File: config.mk
export PLATFORM = sky130hd
export DESIGN_NAME = japanese_text_encoding_guesser_top
export DESIGN_NICKNAME = d
export VERILOG_FILES = /design/src/hdl/jteg_pkg.sv /design/src/hdl/jteg_judge.sv /design/src/hdl/japanese_text_encoding_guesser_top.sv
export SDC_FILE = /design/constraint.sdc
export NUM_CORES = 2
export LEC_CHECK = 0
export BUFFER_PORTS_ARGS = -buffer_cell sky130_fd_sc_hd__buf_4
export CORE_UTILIZATION = 35
export CTS_BUF_LIST = sky130_fd_sc_hd__clkbuf_16
export DETAILED_ROUTE_END_ITERATION = 12
export PLACE_DENSITY = 0.61
export SLEW_MARGIN = 20
export SYNTH_ARGS = -nofsm -noshare
export SYNTH_HDL_FRONTEND = slang
export SYNTH_SLANG_ARGS = --single-unit
File: constraint.sdc
create_clock -name clock -period 5.6 [get_ports clock]
set_input_delay 0.28 -clock clock [delete_from_list [all_inputs] [get_ports clock]]
set_output_delay 0.28 -clock clock [all_outputs]
set_load 0.03 [all_outputs]
File: src/hdl/jteg_pkg.sv
// Package for the Japanese text encoding guesser: codes, weights, types and
// the per-position scoring function. Depends on nothing.
package jteg_pkg;

   localparam int ScoreBitsDef = 32;
   localparam int IncW         = 12;

   // Byte values with a meaning of their own
   localparam logic [7:0] ByteEsc = 8'h1b;
   localparam logic [7:0] ByteSs2 = 8'h8e;
   localparam logic [7:0] ByteSs3 = 8'h8f;

   // Score weights
   localparam logic [IncW-1:0] WtOne     = IncW'(1);
   localparam logic [IncW-1:0] WtKana    = IncW'(16'h10 / 2 - 1);
   localparam logic [IncW-1:0] WtPair    = IncW'(16'h10);
   localparam logic [IncW-1:0] WtBad     = IncW'(16'h100);
   localparam logic [IncW-1:0] WtTen     = IncW'(10);
   localparam logic [IncW-1:0] WtU8Three = IncW'(15);
   localparam logic [IncW-1:0] WtHundred = IncW'(100);
   localparam logic [IncW-1:0] WtU8Bad   = IncW'(1000);

   typedef enum logic [3:0] {
      EncUnknown = 4'd0,
      EncAscii   = 4'd1,
      EncJis     = 4'd2,
      EncUtf16le = 4'd3,
      EncUtf16be = 4'd4,
      EncUtf8Bom = 4'd5,
      EncSjis    = 4'd6,
      EncEucjp   = 4'd7,
      EncUtf8    = 4'd8
   } jteg_enc_type;

   // Per-scanner skip counts and kana run lengths
   typedef struct packed {
      logic [1:0] skip_sj;
      logic [1:0] skip_eu;
      logic [1:0] skip_u8;
      logic [1:0] kana_sj;
      logic [1:0] kana_eu;
   } jteg_scan_type;

   // Score increments gathered over the positions of one beat
   typedef struct packed {
      logic [IncW-1:0] s_sj;
      logic [IncW-1:0] b_sj;
      logic [IncW-1:0] s_eu;
      logic [IncW-1:0] b_eu;
      logic [IncW-1:0] s_u8;
      logic [IncW-1:0] b_u8;
   } jteg_inc_type;

   typedef struct packed {
      jteg_scan_type st;
      jteg_inc_type  inc;
   } jteg_pos_type;

   // What the verdict stage needs besides the scores
   typedef struct packed {
      logic [2:0][7:0] first;
      logic [1:0]      seen;
      logic            high;
      logic            esc;
   } jteg_text_type;

   function automatic logic is_kana(input logic [7:0] c);
      return c inside {[8'ha0:8'hdf]};
   endfunction

   function automatic logic is_euc(input logic [7:0] c);
      return c inside {[8'ha1:8'hfe]};
   endfunction

   function automatic logic is_sj_lead(input logic [7:0] c);
      return c inside {[8'h81:8'h9f], [8'he0:8'hfc]};
   endfunction

   function automatic logic is_sj_trail(input logic [7:0] c);
      return (c inside {[8'h40:8'hfc]}) && (c != 8'h7f);
   endfunction

   function automatic logic is_u8_trail(input logic [7:0] c);
      return c inside {[8'h80:8'hbf]};
   endfunction

   function automatic logic [1:0] kana_bump(input logic [1:0] k);
      return (k < 2'd2) ? k + 2'd1 : k;
   endfunction

   // Score one position; avail counts the following bytes present (0..2)
   function automatic jteg_pos_type score_pos(input jteg_pos_type acc,
                                              input logic [7:0] c,
                                              input logic [7:0] n1,
                                              input logic [7:0] n2,
                                              input logic [1:0] avail);
      jteg_pos_type r;
      r = acc;

      // Shift_JIS scanner
      if (acc.st.skip_sj != 2'd0) begin
         r.st.skip_sj = acc.st.skip_sj - 2'd1;
      end else begin
         if (c == ByteSs2 && avail >= 2'd2 && n2 == ByteSs2 && is_kana(n1))
            r.inc.b_sj = r.inc.b_sj + WtOne;
         if (is_kana(c)) begin
            r.inc.s_sj = r.inc.s_sj + WtKana;
            r.st.kana_sj = kana_bump(acc.st.kana_sj);
         end else begin
            if (acc.st.kana_sj == 2'd1)
               r.inc.b_sj = r.inc.b_sj + WtOne;
            r.st.kana_sj = 2'd0;
            if (is_sj_lead(c)) begin
               if (avail >= 2'd1) begin
                  if (is_sj_trail(n1)) begin
                     r.inc.s_sj = r.inc.s_sj + WtPair;
                     r.st.skip_sj = 2'd1;
                  end else begin
                     r.inc.b_sj = r.inc.b_sj + WtBad;
                  end
               end
            end else if (c[7]) begin
               r.inc.b_sj = r.inc.b_sj + WtBad;
            end
         end
      end

      // EUC-JP scanner
      if (acc.st.skip_eu != 2'd0) begin
         r.st.skip_eu = acc.st.skip_eu - 2'd1;
      end else if (c == ByteSs2) begin
         if (avail >= 2'd1) begin
            if (is_kana(n1)) begin
               r.inc.s_eu = r.inc.s_eu + WtTen;
               r.st.skip_eu = 2'd1;
               r.st.kana_eu = kana_bump(acc.st.kana_eu);
            end else begin
               r.inc.b_eu = r.inc.b_eu + WtBad;
            end
         end
      end else begin
         if (acc.st.kana_eu == 2'd1)
            r.inc.b_eu = r.inc.b_eu + WtOne;
         r.st.kana_eu = 2'd0;
         if (is_euc(c)) begin
            if (avail >= 2'd1) begin
               if (is_euc(n1)) begin
                  r.inc.s_eu = r.inc.s_eu + WtPair;
                  r.st.skip_eu = 2'd1;
               end else begin
                  r.inc.b_eu = r.inc.b_eu + WtBad;
               end
            end
         end else if (c == ByteSs3) begin
            if (avail >= 2'd2) begin
               if (is_euc(n1) && is_euc(n2)) begin
                  r.inc.s_eu = r.inc.s_eu + WtPair;
                  r.st.skip_eu = 2'd2;
               end else begin
                  r.inc.b_eu = r.inc.b_eu + WtHundred;
               end
            end
         end else if (c[7]) begin
            r.inc.b_eu = r.inc.b_eu + WtBad;
         end
      end

      // UTF-8 scanner
      if (acc.st.skip_u8 != 2'd0) begin
         r.st.skip_u8 = acc.st.skip_u8 - 2'd1;
      end else if (c inside {[8'hc0:8'hdf]}) begin
         if (avail >= 2'd1) begin
            if (is_u8_trail(n1)) begin
               r.inc.s_u8 = r.inc.s_u8 + WtTen;
               r.st.skip_u8 = 2'd1;
            end else begin
               r.inc.b_u8 = r.inc.b_u8 + WtHundred;
            end
         end
      end else if (c inside {[8'he0:8'hef]}) begin
         if (avail >= 2'd2) begin
            if (is_u8_trail(n1) && is_u8_trail(n2)) begin
               r.inc.s_u8 = r.inc.s_u8 + WtU8Three;
               r.st.skip_u8 = 2'd2;
            end else begin
               r.inc.b_u8 = r.inc.b_u8 + WtU8Bad;
            end
         end
      end else if (c[7]) begin
         r.inc.b_u8 = r.inc.b_u8 + WtU8Bad;
      end
      return r;
   endfunction

endpackage

File: src/hdl/jteg_judge.sv
// Verdict stage of the encoding guesser: holds a finished text's scores,
// compares net scores and drives the result register. Depends on jteg_pkg.
module jteg_judge import jteg_pkg::*; #(
   parameter int SCORE_BITS = ScoreBitsDef
) (
   input  logic                          clock,
   input  logic                          reset,
   input  logic                          load_valid,
   output logic                          load_ready,
   input  jteg_text_type                 load_text,
   input  logic [5:0][SCORE_BITS-1:0]    load_score,
   output logic                          rsp_valid,
   input  logic                          rsp_ready,
   output logic [3:0]                    rsp_encoding
);

   localparam int SumW = SCORE_BITS + 1;

   logic                       jdg_valid_ff, jdg_valid_in;
   jteg_text_type              text_ff;
   logic [5:0][SCORE_BITS-1:0] score_ff;
   logic                       rsp_valid_ff, rsp_valid_in;
   jteg_enc_type               enc_ff, enc_in;
   logic                       jdg_move;
   logic [SumW-1:0]            se_l, se_r, su_l, su_r, eu_l, eu_r;
   logic                       se_gt, se_lt, su_gt, su_lt, eu_gt, eu_lt;

   // Move on when the result register is free or being emptied
   assign jdg_move   = jdg_valid_ff && (!rsp_valid_ff || rsp_ready);
   assign load_ready = !jdg_valid_ff || jdg_move;

   assign jdg_valid_in = load_valid || (jdg_valid_ff && !jdg_move);
   assign rsp_valid_in = jdg_move || (rsp_valid_ff && !rsp_ready);

   // Net comparisons as (score_a + bad_b) against (bad_a + score_b)
   always_comb begin
      se_l = SumW'(score_ff[0]) + SumW'(score_ff[3]);
      se_r = SumW'(score_ff[1]) + SumW'(score_ff[2]);
      su_l = SumW'(score_ff[0]) + SumW'(score_ff[5]);
      su_r = SumW'(score_ff[1]) + SumW'(score_ff[4]);
      eu_l = SumW'(score_ff[2]) + SumW'(score_ff[5]);
      eu_r = SumW'(score_ff[3]) + SumW'(score_ff[4]);
      se_gt = se_l > se_r;
      se_lt = se_l < se_r;
      su_gt = su_l > su_r;
      su_lt = su_l < su_r;
      eu_gt = eu_l > eu_r;
      eu_lt = eu_l < eu_r;
   end

   // Judge: byte-order mark, then plain ASCII or JIS, then net scores
   always_comb begin
      enc_in = EncUnknown;
      if (text_ff.seen >= 2'd2 && text_ff.first[0] == 8'hff && text_ff.first[1] == 8'hfe) begin
         enc_in = EncUtf16le;
      end else if (text_ff.seen >= 2'd2 && text_ff.first[0] == 8'hfe &&
                   text_ff.first[1] == 8'hff) begin
         enc_in = EncUtf16be;
      end else if (text_ff.seen == 2'd3 && text_ff.first[0] == 8'hef &&
                   text_ff.first[1] == 8'hbb && text_ff.first[2] == 8'hbf) begin
         enc_in = EncUtf8Bom;
      end else if (!text_ff.high) begin
         enc_in = text_ff.esc ? EncJis : EncAscii;
      end else if (se_gt && su_gt) begin
         enc_in = EncSjis;
      end else if (se_gt && su_lt) begin
         enc_in = EncUtf8;
      end else if (se_lt && eu_gt) begin
         enc_in = EncEucjp;
      end else if (se_lt && eu_lt) begin
         enc_in = EncUtf8;
      end
   end

   // Hold control state
   always_ff @(posedge clock) begin
      if (reset) begin
         jdg_valid_ff <= 1'b0;
         rsp_valid_ff <= 1'b0;
      end else begin
         jdg_valid_ff <= jdg_valid_in;
         rsp_valid_ff <= rsp_valid_in;
      end
   end

   // Capture the finished text and the verdict
   always_ff @(posedge clock) begin
      if (load_valid && load_ready) begin
         text_ff  <= load_text;
         score_ff <= load_score;
      end
      if (jdg_move) begin
         enc_ff <= enc_in;
      end
   end

   assign rsp_valid    = rsp_valid_ff;
   assign rsp_encoding = enc_ff;

endmodule

File: src/hdl/japanese_text_encoding_guesser_top.sv
// Japanese text encoding guesser, top level.
// Takes one byte a beat on req_, gives one encoding code a text on rsp_.
// Byte beats carry req_data_byte and req_last; req_last marks the final
// byte of a text (a text holds at least one byte). Only the final beat of
// a text yields a result beat, rsp_encoding.
// Once the two-byte window is full, each accepted byte has the oldest
// window byte scored in the cycle it is accepted: the three scanners run
// back to back in one pass, and on the final byte the window is flushed in
// the same pass. The finished scores move to a verdict register, are
// compared there, and the code goes through the result register to rsp_valid.
// Throughput is one byte per cycle while req_ready is high; a new text may
// start in the cycle after the last byte of the one before.
// Reset clears the scanning state and both result stages. While the
// receiver holds rsp_ready low, one more finished text waits in the
// verdict register and bytes keep flowing; req_ready drops only when both
// are full.
// Depends on jteg_pkg and jteg_judge.
module japanese_text_encoding_guesser_top import jteg_pkg::*; #(
   parameter int SCORE_BITS = ScoreBitsDef
) (
   input  logic       clock,
   input  logic       reset,
   input  logic       req_valid,
   output logic       req_ready,
   input  logic [7:0] req_data_byte,
   input  logic       req_last,
   output logic       rsp_valid,
   input  logic       rsp_ready,
   output logic [3:0] rsp_encoding
);

   localparam int SumW = SCORE_BITS + 1;

   logic [2:0][7:0]            first_ff, first_in;
   logic [1:0]                 seen_ff, seen_in;
   logic [1:0][7:0]            win_ff, win_in;
   logic                       high_ff, high_in;
   logic                       esc_ff, esc_in;
   jteg_scan_type              scan_ff, scan_in;
   logic [5:0][SCORE_BITS-1:0] score_ff, score_in;

   logic                       accept;
   logic                       load_ready;
   logic [1:0]                 held;
   jteg_pos_type               p0, p1, p3;
   logic [5:0][IncW-1:0]       inc;
   logic [SumW-1:0]            sum;
   jteg_text_type              text;

   assign accept    = req_valid && req_ready;
   assign req_ready = load_ready;

   // Score this beat and, on the final byte, flush the window
   always_comb begin
      first_in = first_ff;
      if (seen_ff != 2'd3)
         first_in[seen_ff] = req_data_byte;
      seen_in = (seen_ff == 2'd3) ? seen_ff : seen_ff + 2'd1;
      high_in = high_ff | req_data_byte[7];
      esc_in  = esc_ff | (req_data_byte == ByteEsc);
      held    = seen_ff[1] ? 2'd2 : seen_ff;

      p0 = '{st: scan_ff, inc: '0};
      win_in = win_ff;
      if (held == 2'd2) begin
         p1 = score_pos(p0, win_ff[0], win_ff[1], req_data_byte, 2'd2);
         win_in[0] = win_ff[1];
         win_in[1] = req_data_byte;
      end else begin
         p1 = p0;
         win_in[held[0]] = req_data_byte;
      end

      p3 = p1;
      if (req_last) begin
         if (held != 2'd0) begin
            p3 = score_pos(score_pos(p1, win_in[0], win_in[1], 8'h00, 2'd1),
                           win_in[1], 8'h00, 8'h00, 2'd0);
         end else begin
            p3 = score_pos(p1, win_in[0], 8'h00, 8'h00, 2'd0);
         end
      end
      scan_in = p3.st;

      inc = {p3.inc.b_u8, p3.inc.s_u8, p3.inc.b_eu, p3.inc.s_eu,
             p3.inc.b_sj, p3.inc.s_sj};
      // Saturating add per counter
      for (int k = 0; k < 6; k++) begin
         sum = SumW'(score_ff[k]) + SumW'(inc[k]);
         score_in[k] = sum[SCORE_BITS] ? {SCORE_BITS{1'b1}} : sum[SCORE_BITS-1:0];
      end

      text = '{first: first_in, seen: seen_in, high: high_in, esc: esc_in};
   end

   // Advance the scanning state; clear it after the final byte
   always_ff @(posedge clock) begin
      if (reset || (accept && req_last)) begin
         first_ff <= '0;
         seen_ff  <= '0;
         win_ff   <= '0;
         high_ff  <= 1'b0;
         esc_ff   <= 1'b0;
         scan_ff  <= '0;
         score_ff <= '0;
      end else if (accept) begin
         first_ff <= first_in;
         seen_ff  <= seen_in;
         win_ff   <= win_in;
         high_ff  <= high_in;
         esc_ff   <= esc_in;
         scan_ff  <= scan_in;
         score_ff <= score_in;
      end
   end

   jteg_judge #(
      .SCORE_BITS (SCORE_BITS)
   ) u_judge (
      .clock        (clock),
      .reset        (reset),
      .load_valid   (accept && req_last),
      .load_ready   (load_ready),
      .load_text    (text),
      .load_score   (score_in),
      .rsp_valid    (rsp_valid),
      .rsp_ready    (rsp_ready),
      .rsp_encoding (rsp_encoding)
   );

endmodule

==> summary.txt <==
Run status
  • Status: finished, final reports clean

CTS
  • Root Driver: clkbuf_16
  • Clock tree buffer depth: 3
  • CTS tree: built
  • Worst skew pair latency: 0.63 ns
  • Num CTS Buffers: 51
  • H-Tree Depth: 2
  • TritonCTS Sinks: around 470
  • Clk slew on worst S/H paths: 0.07 ns

Critical path
  • FF-to-FF End: u_judge.rsp_encoding[3]
  • Worst Path Arrival: 5.89 ns
  • Startpoint class of the critical path: flop
  • Reg-to-reg startpoint: u_judge.score_ff[32]
  • Crit Path Max Fanout: 3
  • Reg2Reg Depth: 20
  • Worst Setup End Kind: flop
  • Crit Path Category: reg -> reg
  • Required time of the critical path: around 6 ns
  • Reg2reg setup slack: 0.18 ns
  • Crit path to: u_judge.rsp_encoding[3]
  • Worst setup path startpoint: u_judge.score_ff[32]

Global route
  • All-Layer GR Usage: 0.221
  • Number of global-route vias before repair: a little over 30000
  • First-pass GRT wire length: 178000 µm
  • Largest net degree at the start of global routing: around 170
  • Final global-route overflow total: 0
  • Initial antenna violation count: 4

Worst hold path
  • Worst hold path class: in -> reg
  • Worst Hold Launch: reset

Final layout
  • Register Area: between 10000 and 15000 µm²
  • Multi-input logic area: 23900 µm²
  • Share of post-route cells with drive strength above 1: 0.169
  • Final #Nets: 4902
  • Antenna cells: 0
  • Synth-to-Final Area Change: 20.1%
  • Most frequent cells in the layout: 472 x nand2_1, 431 x buf_4, 380 x a21oi_1
  • Commonest non-fill, non-tap cell in the layout: nand2_1
  • Layout fillers: just under 10000

Floorplan
  • Floorplan die width: 322 µm
  • Core area: between 100000 and 150000 µm²
  • IO Count: 19
  • Number of cell rows: between 100 and 150
  • Die Y: 322 µm
  • Die ar.: around 100000 µm²
  • Starting density of the core: 0.353

Power
  • Power density cells: 206 nW/µm²
  • VDD IR max: between 0.0002 and 0.0003 V
  • Leakage: 18.6 nW

Route
  • WL final: 118000 µm
  • Number of vias per cell: about 5.5
  • Drt wl/cell: approximately 20 µm
  • First-pass DRT Iterations: 7
  • Remaining antenna violation count: 0
  • Number of remaining DRC errors: 0
  • Initial drt markers: 2970
  • Vias: 32779

Timing
  • Final Critical Period: roughly 5.4 ns
  • Unrepaired setup endpoints after global routing: true
  • Hold Slack: between 0.07 and 0.08 ns
  • Final setup TNS: 0 ns
  • Slew headroom: 0.284
  • Fmax: approximately 180 MHz
  • Final slew viol count: 0
  • Fin crit share: 0.968
  • Endpoints failing setup: 0
  • Final hold violation count: 0
  • Worst Max-Slew Pin Slew: roughly 1.1 ns
  • Clk_skew: 0.0183 ns

Synthesis
  • Main flop type after synthesis: dfxtp_1
  • Synth cell types: 109
  • Share of the synthesized area in the top cell type: 0.188
  • FF+latch count, synth: between 400 and 500
  • Mean Syn Cell Area: between 8 and 9 µm²
  • EDFF count, synth: 224
  • Syn Inst Count: 4153
  • Cell taking the most area after synthesis: edfxtp_1
  • Seq/Total Area, Yosys: 0.326
  • Netlist area before placement: roughly 36000 µm²
  • Top post-synthesis cells by area: edfxtp_1 19%, dfxtp_1 14%, ha_1 13%
  • Async SR Flop Fraction: 0
  • Yosys warning count: 0

Place
  • Dpl hpwl: 92600 µm
  • PortBufs: 18
  • Routability cong.: between 0.9 and 1

Flow run
  • Max-cap viol count: 0
==> report_power, final <==
part	switching [mW]	internal [mW]	total (mW)
Clock	1.55	1.99	3.54
Combinational	0.921	0.650	1.57
Sequential	0.0811	3.70	3.78
==> cells in the mapped netlist, types with 20 or more instances <==
cell	instances
nor3_1	91
nor2_1	334
nand2b_1	57
ha_1	374
mux2_2	27
dfxtp_1	248
xor2_1	127
o21a_1	51
a211oi_1	48
xnor2_1	195
nor2b_1	46
edfxtp_1	224
and2_1	32
or2_2	21
a211o_1	34
o21ai_0	192
a21oi_1	404
nor4_1	20
nand4_1	61
mux2i_1	23
nand3_1	116
a311oi_1	62
o21bai_1	51
and3_1	72
a31oi_1	48
o211ai_1	20
buf_1	20
o31ai_1	21
a21o_1	126
inv_1	119
clkbuf_1	120
nand2_1	482
==> layer usage <==
layer | track usage | part of all wire | up-vias
li1 | - | - | 16010
met2 | 0.346 | 0.44 | 952
met4 | 0.0575 | 0.024 | 0
met3 | 0.0223 | 0.064 | 152
met1 | 0.322 | 0.47 | 15665
met5 | 0 | 0 | -
==> worst max-delay path, cell delays in order (launching register included) <==
cell       delay [ns]
edfxtp_1         0.44
ha_4             0.20
fa_2             0.38
a211o_1          0.36
a2111oi_4        0.42
o211ai_1         0.27
a31oi_2          0.28
o21ai_2          0.13
a21oi_1          0.18
buf_4            0.16
nor2_1           0.04
o21a_1           0.22
o31ai_2          0.28
ha_1             0.28
a21o_1           0.18
a21o_1           0.18
a21oi_2          0.14
o21ai_2          0.08
or3_4            0.43
or3b_4           0.39
a211oi_2         0.21
==> registers in the layout, indices dropped and copies added (netlist names) <==
name,cells
esc_ff,1
u_judge.rsp_valid,1
first_ff,24
u_judge.rsp_encoding,4
high_ff,1
win_ff,16
p0,10
score_ff,192
u_judge.jdg_valid_ff,1
u_judge.text_ff,28
seen_ff,2
u_judge.score_ff,192
==> how the worst min path moves through the flow <==
| stage | slack [ns] | endpoint | cells past startpoint |
|---|---|---|---|
| 3_5_place_dp | 0.45 | first_ff[15] | 2 |
| 4_1_cts | 0.04 | p0[73] | 2 |
| 2_1_floorplan | 0.43 | win_ff[11] | 2 |
| 6_report | 0.08 | p0[78] | 2 |
| 5_1_grt | 0.06 | p0[72] | 2 |
| 3_3_place_gp | 0.44 | first_ff[8] | 2 |
==> timing repair <==
action,CTS,global route
setup endpoints to repair,104,250
gates resized for setup,32,139
cloned,0,2
hold buffers,1,0
endpoints found under the hold margin,1,0
pin swaps,9,63
setup buffers,2,19
==> cell families after synthesis <==
| kind of cell | after synthesis | share of synthesized area |
|---|---|---|
| and+or+nand+nor | 1428 | 0.192 |
| other | 1 | 0.000105 |
| adders and majority gates | 387 | 0.137 |
| DFF | 472 | 0.326 |
| xor gates and xnor gates | 322 | 0.0786 |
| muxes | 54 | 0.0166 |
| buffers and inverters | 279 | 0.0303 |
| AOI/OAI and AO/OA | 1210 | 0.219 |
==> cell type report <==
type / count / share of cell area
inverter: 124 / 0.0110
timing repair buffer: 451 / 0.0834
tap: 1368 / 0.0397
multi-input combinational: 3403 / 0.555
clock inverter: 45 / 0.00965
clock buffer: 51 / 0.0296
sequential: 472 / 0.272
==> per-stage QoR <==
step	power, mW	cell area (µm²)	instances	worst slack, ns	util
after global placement	5.33	40400	5794	-0.267	0.397
after detailed placement	5.35	40400	5794	-0.347	0.397
after CTS	8.88	42200	5893	-0.0448	0.415
final	8.89	43100	5914	0.177	0.423
after floorplan	4.79	35900	4154	0.0399	-
after global routing	9.22	43100	5914	-0.0472	0.423
(Power assumes the default switching activity.)
